===== config.mk =====
export PLATFORM = sky130hd
export DESIGN_NAME = repc_result
export DESIGN_NICKNAME = d
export VERILOG_FILES = /design/src/sv/rand_error_pair_counter_macros.svh /design/src/sv/repc_pkg.sv /design/src/sv/repc_result.sv
export SDC_FILE = /design/constraint.sdc
export NUM_CORES = 2
export LEC_CHECK = 0
export BUFFER_PORTS_ARGS = -buffer_cell sky130_fd_sc_hd__clkbuf_2
export CAP_MARGIN = 20
export CORE_UTILIZATION = 52
export CTS_CLUSTER_DIAMETER = 100
export DETAILED_ROUTE_END_ITERATION = 6
export GPL_ROUTABILITY_DRIVEN = 0
export GPL_TIMING_DRIVEN = 0
export PLACE_DENSITY = 0.71
export REMOVE_ABC_BUFFERS = 1
export SYNTH_ARGS = -nofsm -noshare
export SYNTH_HDL_FRONTEND = slang
export SYNTH_SLANG_ARGS = --single-unit
export TNS_END_PERCENT = 30

===== constraint.sdc =====
create_clock -name aclk -period 36.6 [get_ports aclk]
set_input_delay 5.49 -clock aclk [delete_from_list [all_inputs] [get_ports aclk]]
set_output_delay 5.49 -clock aclk [all_outputs]
set_load 0.05 [all_outputs]

===== src/sv/rand_error_pair_counter_macros.svh =====
// Assertion macros shared by the pair counter RTL.
`ifndef RAND_ERROR_PAIR_COUNTER_MACROS_SVH
`define RAND_ERROR_PAIR_COUNTER_MACROS_SVH

// Checks that the consequent holds in the same cycle as the antecedent.
`define REPC_ASSERT_IMP(lbl, clk, rstn, ante, cons, msg) \
    lbl: assert property (@(posedge clk) disable iff (!(rstn)) (ante) |-> (cons)) \
        else $error(msg);

// Checks that the consequent holds in the cycle after the antecedent.
`define REPC_ASSERT_NXT(lbl, clk, rstn, ante, cons, msg) \
    lbl: assert property (@(posedge clk) disable iff (!(rstn)) (ante) |=> (cons)) \
        else $error(msg);

`endif


===== src/sv/repc_pkg.sv =====
// Package with sizes, types and helper functions of the pair counter.
package repc_pkg;

    localparam int SEG_LABELS   = 256;
    localparam int TRUTH_LABELS = 256;
    localparam int MAX_VOXELS   = 16777216;

    localparam int LABEL_W     = 8;
    localparam int SEG_AW      = $clog2(SEG_LABELS);
    localparam int TRUTH_AW    = $clog2(TRUTH_LABELS);
    localparam int JOINT_AW    = SEG_AW + TRUTH_AW;
    localparam int JOINT_DEPTH = SEG_LABELS * TRUTH_LABELS;
    localparam int COUNT_W     = $clog2(MAX_VOXELS + 1);
    localparam int ACC_W       = 48;
    localparam int PROD_W      = 2 * COUNT_W;
    localparam int PAIR_W      = 47;
    localparam int NZ_W        = 25;

    localparam int IN_TDATA_W  = 2 * LABEL_W;
    localparam int OUT_FIELD_W = 4 * PAIR_W + NZ_W;
    localparam int OUT_TDATA_W = ((OUT_FIELD_W + 7) / 8) * 8;
    localparam int OUT_PAD_W   = OUT_TDATA_W - OUT_FIELD_W;

    localparam logic [PAIR_W-1:0] PAIR_MAX = '1;
    localparam logic [NZ_W-1:0]   NZ_MAX   = '1;

    typedef struct packed {
        logic [ACC_W-1:0]   both;
        logic [ACC_W-1:0]   seg;
        logic [ACC_W-1:0]   truth;
        logic [COUNT_W-1:0] nonzero;
        logic               ovf;
    } repc_snap_t;

    function automatic logic [SEG_AW-1:0] sat_seg(input logic [LABEL_W-1:0] lbl);
        if (32'(lbl) >= SEG_LABELS) begin
            return SEG_AW'(SEG_LABELS - 1);
        end
        return SEG_AW'(lbl);
    endfunction

    function automatic logic [TRUTH_AW-1:0] sat_truth(input logic [LABEL_W-1:0] lbl);
        if (32'(lbl) >= TRUTH_LABELS) begin
            return TRUTH_AW'(TRUTH_LABELS - 1);
        end
        return TRUTH_AW'(lbl);
    endfunction

    function automatic logic [PAIR_W-1:0] sat_pair(input logic [63:0] v);
        if (v > 64'(PAIR_MAX)) begin
            return PAIR_MAX;
        end
        return v[PAIR_W-1:0];
    endfunction

    function automatic logic [NZ_W-1:0] sat_nz(input logic [63:0] v);
        if (v > 64'(NZ_MAX)) begin
            return NZ_MAX;
        end
        return v[NZ_W-1:0];
    endfunction

endpackage


===== src/sv/repc_result.sv =====
// Result path: pair differences, total pair product, saturation and output register.
module repc_result (
    input  logic                                aclk,
    input  logic                                aresetn,
    input  logic                                snap_valid,
    input  repc_pkg::repc_snap_t                snap,
    output logic                                busy,
    output logic                                m_tvalid,
    input  logic                                m_tready,
    output logic [repc_pkg::OUT_TDATA_W-1:0]    m_tdata,
    output logic                                m_tuser
);
    import repc_pkg::*;

    repc_snap_t         r1_reg;
    logic               r1_valid_reg, r1_valid_next;
    logic               r2_valid_reg, r2_valid_next;
    logic [ACC_W-1:0]   r2_both_reg, r2_merge_reg, r2_split_reg;
    logic [ACC_W-1:0]   r2_merge_next, r2_split_next;
    logic [PROD_W-1:0]  r2_prod_reg, r2_prod_next;
    logic [COUNT_W-1:0] r2_nz_reg;
    logic               r2_ovf_reg;
    logic [COUNT_W-1:0] nz_less;
    logic               out_valid_reg, out_valid_next;
    logic [OUT_TDATA_W-1:0] out_data_reg, out_data_next;
    logic               out_user_reg;
    logic               out_ready, r2_move, r1_move;

    assign out_ready = !out_valid_reg || m_tready;
    assign r2_move   = r2_valid_reg && out_ready;
    assign r1_move   = r1_valid_reg && (!r2_valid_reg || r2_move);
    assign busy      = r1_valid_reg || r2_valid_reg;

    always_comb begin
        r1_valid_next  = snap_valid || (r1_valid_reg && !r1_move);
        r2_valid_next  = r1_move || (r2_valid_reg && !r2_move);
        out_valid_next = r2_move || (out_valid_reg && !m_tready);

        nz_less       = r1_reg.nonzero - COUNT_W'(r1_reg.nonzero != '0);
        r2_merge_next = r1_reg.seg - r1_reg.both;
        r2_split_next = r1_reg.truth - r1_reg.both;
        r2_prod_next  = PROD_W'(r1_reg.nonzero) * PROD_W'(nz_less);

        out_data_next = {OUT_PAD_W'(0),
                         sat_nz(64'(r2_nz_reg)),
                         sat_pair(64'(r2_prod_reg[PROD_W-1:1])),
                         sat_pair(64'(r2_split_reg)),
                         sat_pair(64'(r2_merge_reg)),
                         sat_pair(64'(r2_both_reg))};
    end

    always_ff @(posedge aclk) begin
        if (!aresetn) begin
            r1_valid_reg  <= 1'b0;
            r2_valid_reg  <= 1'b0;
            out_valid_reg <= 1'b0;
        end else begin
            r1_valid_reg  <= r1_valid_next;
            r2_valid_reg  <= r2_valid_next;
            out_valid_reg <= out_valid_next;
        end
        if (snap_valid) begin
            r1_reg <= snap;
        end
        if (r1_move) begin
            r2_both_reg  <= r1_reg.both;
            r2_merge_reg <= r2_merge_next;
            r2_split_reg <= r2_split_next;
            r2_prod_reg  <= r2_prod_next;
            r2_nz_reg    <= r1_reg.nonzero;
            r2_ovf_reg   <= r1_reg.ovf;
        end
        if (r2_move) begin
            out_data_reg <= out_data_next;
            out_user_reg <= r2_ovf_reg;
        end
    end

    assign m_tvalid = out_valid_reg;
    assign m_tdata  = out_data_reg;
    assign m_tuser  = out_user_reg;

endmodule


==> run summary <==
Hold Path Depth = 0
Compound-Gate Fraction of Synth Area = 5.49%
Max Clock Freq = 79.3 MHz
DRT Wirelength = 112000 um
CP Launch Point = r1_reg[15]
Root Buffer = clkbuf_16
FP Rows = 108
CP max-delay cell = edfxtp_1
GRT overflow = 0
most frequent cells after synthesis = inv_1, edfxtp_1, fa_1
Multi-input gate area = 24700 um^2
Final Core Density = 60.1%
IO Port Bufs = 389
Final #Nets = 5315
Register Area = 18200 um^2
initial antenna violation count = 5
period utilisation layout = 34.5%
GRT Util Overall = 25.8%
worst setup margin = 23980 ps
post-synthesis adder-cell area fraction = 31.3%
Post-Route Skew = 25.4 ps
Tightest Hold Check Type = register to register
status = finished, final reports clean
top cells by area, synth = edfxtp_1, fa_1, ha_1, inv_1, nand2b_1
Post-DRT Antenna Nets = 0
cell mode on critical path = fa_1
total CTS buffers = 67
CTS resizes = 0
most frequent cell after synthesis = inv_1
# hold bufs at CTS = 0
H-tree depth = 3
final critical-path required period = 12620 ps
met3 usage = 5.26%
RR Endpoint = r2_prod_reg[46]
Post-synth ARST share = 0%
multiplexer share of the synthesized area = 0%
number of synthesized flops with an enable pin = 603
cells after synthesis = 3933
final setup vio count = 0
CP Class = register to register
fillers = 6946
crit-path max cell delay = 800 ps
largest net degree at the start of global routing = 99
Setup crit end = r2_prod_reg[46]
hpwl dp = 84300 um
distinct cell type count after synthesis = 64
max reg flops = 213
share of layout cells above drive strength 1 = 16.1%
RSZ-0062 raised after global routing = false
leading area contributor after synthesis = edfxtp_1
clk_lat worst skew = 630 ps
Final Hold Viols = 0
main combinational cell family by area after synthesis = adder cells
initial core utilization = 52.7%
setup TNS = 0 ps
syn_area_per_cell = 11.7 um^2
yosys warns = 0
Worst R2R Path Depth = 35
Least-Margin Pin Slew = 1210 ps
number of global-route vias before repair = 30800
IO Pins = 393
sequential-to-total area share from yosys stat = 39.5%
post-CTS setup buffers = 0
Core Box Area = 87200 um^2
worst reg2reg startpoint = r1_reg[15]
Setup WS pre-CTS = 24330 ps
Final Slew Violations = 0
register-to-register setup slack = 23980 ps
CTS Sinks = 606
DRT Pass-1 Iters = 5
crit path DAT = 12990 ps
first-pass GRT wire length = 175000 um
M2 GR Usage = 41.5%
max_cap viols = 0
Die ar. = 89600 um^2
top_reg_cell synth = edfxtp_1
flops & latches, synth = 606
DRC Markers = 0
Clock transition at path regs = 60 ps
crit start category = register
via count = 29700
Die X = 299 um
Worst setup EP type = register
grt peak-use layer = met2
xor/xnor cell area share of the yosys netlist = 2.57%
routed len/inst = 20.4 um
Max-slew headroom = 19.1%
Netlist Area Pre-Place = 46000 um^2
Starting DRT DRC Count = 2004
Crit Path Max Fanout = 24
Die Y = 299 um
Max Buffers Root-to-Sink = 3
P&R area growth vs syn = 13.9%
Synth Area in Simple Gates = 14.2%
GR Util met1 = 35.5%
post-synth top area share = 39.4%
DR vias/cell = 5.37
CTS tree = done
worst path required time = 36970 ps
cells in the final DEF, fill, tap and decap left out, types with 13 or more instances in the layout:
master / synthesis / layout
clkbuf_2: 0 / 388
a21o_1: 62 / 62
inv_1: 699 / 699
a31oi_1: 16 / 16
or3_1: 61 / 61
xnor2_1: 94 / 94
buf_12: 0 / 16
buf_16: 0 / 33
clkbuf_16: 0 / 68
edfxtp_1: 603 / 603
a21oi_1: 136 / 136
nor3_1: 15 / 15
ha_1: 305 / 305
xor2_1: 41 / 41
or2_2: 144 / 144
o21a_1: 13 / 13
and3_1: 15 / 15
nand4_1: 21 / 21
nor2b_1: 231 / 230
o21bai_1: 19 / 19
nor2_1: 109 / 109
clkinv_2: 0 / 13
nand3_1: 30 / 30
fa_1: 528 / 528
nand2_1: 81 / 81
o21ai_0: 68 / 68
nand2b_1: 388 / 388
per-layer routing:
| layer | part of all wire [%] | up-vias |
|---|---|---|
| met5 | 0.012 | - |
| met4 | 3.0 | 2 |
| met3 | 7.5 | 182 |
| met2 | 47 | 1135 |
| met1 | 43 | 14900 |
| li1 | - | 13500 |
cell families (layout without fill, tap and decap cells):
| logic type | Yosys count | count (layout) |
|---|---|---|
| XOR/XNOR | 135 | 135 |
| buffers and inverters | 838 | 1263 |
| AND/OR/NAND/NOR | 1126 | 1126 |
| AO/OA/AOI/OAI | 394 | 394 |
| adder cells (fa/ha/maj) | 833 | 833 |
| flip-flops | 606 | 606 |
| other | 1 | 8 |
area by class of cell:
type / count / share of cell area, %
antenna: 5 / 0.0239
clock buffer: 78 / 3.32
clock inverter: 43 / 0.882
inverter: 700 / 5.02
multi-input combinational: 2491 / 47.1
sequential: 606 / 34.7
tap: 1155 / 2.76
timing repair buffer: 442 / 6.18
critical path, delay by kind of cell (launching register included):
family | cells | cell delay (ps)
adders and majority gates | 11 | 5120
and+or+nand+nor | 14 | 4200
AOI/OAI and AO/OA | 4 | 1540
DFF | 1 | 800
buffers and inverters | 5 | 600
xor gates and xnor gates | 1 | 100
worst min path at each step:
stage / slack [ps] / endpoint / from
2_1_floorplan: 400 / m_tdata[188] / r2_nz_reg[0]
3_3_place_gp: 400 / m_tdata[203] / r2_nz_reg[15]
3_5_place_dp: 400 / m_tdata[194] / r2_nz_reg[6]
4_1_cts: 420 / m_tuser / r2_ovf_reg
5_1_grt: 420 / m_tuser / r2_ovf_reg
6_report: 410 / m_tuser / r2_ovf_reg
stage by stage:
step | hold slack, ps | instance area (um^2) | cells
after floorplan | 400 | 45400 | 3797
after global placement | 401 | 48800 | 5341
after detailed placement | 405 | 50000 | 5388
after CTS | 417 | 52200 | 5509
after global routing | 421 | 52400 | 5518
final | 412 | 52400 | 5520
Power is not shown: default switching activity piles up to over one toggle a cycle in this logic, so the estimate is an artifact.
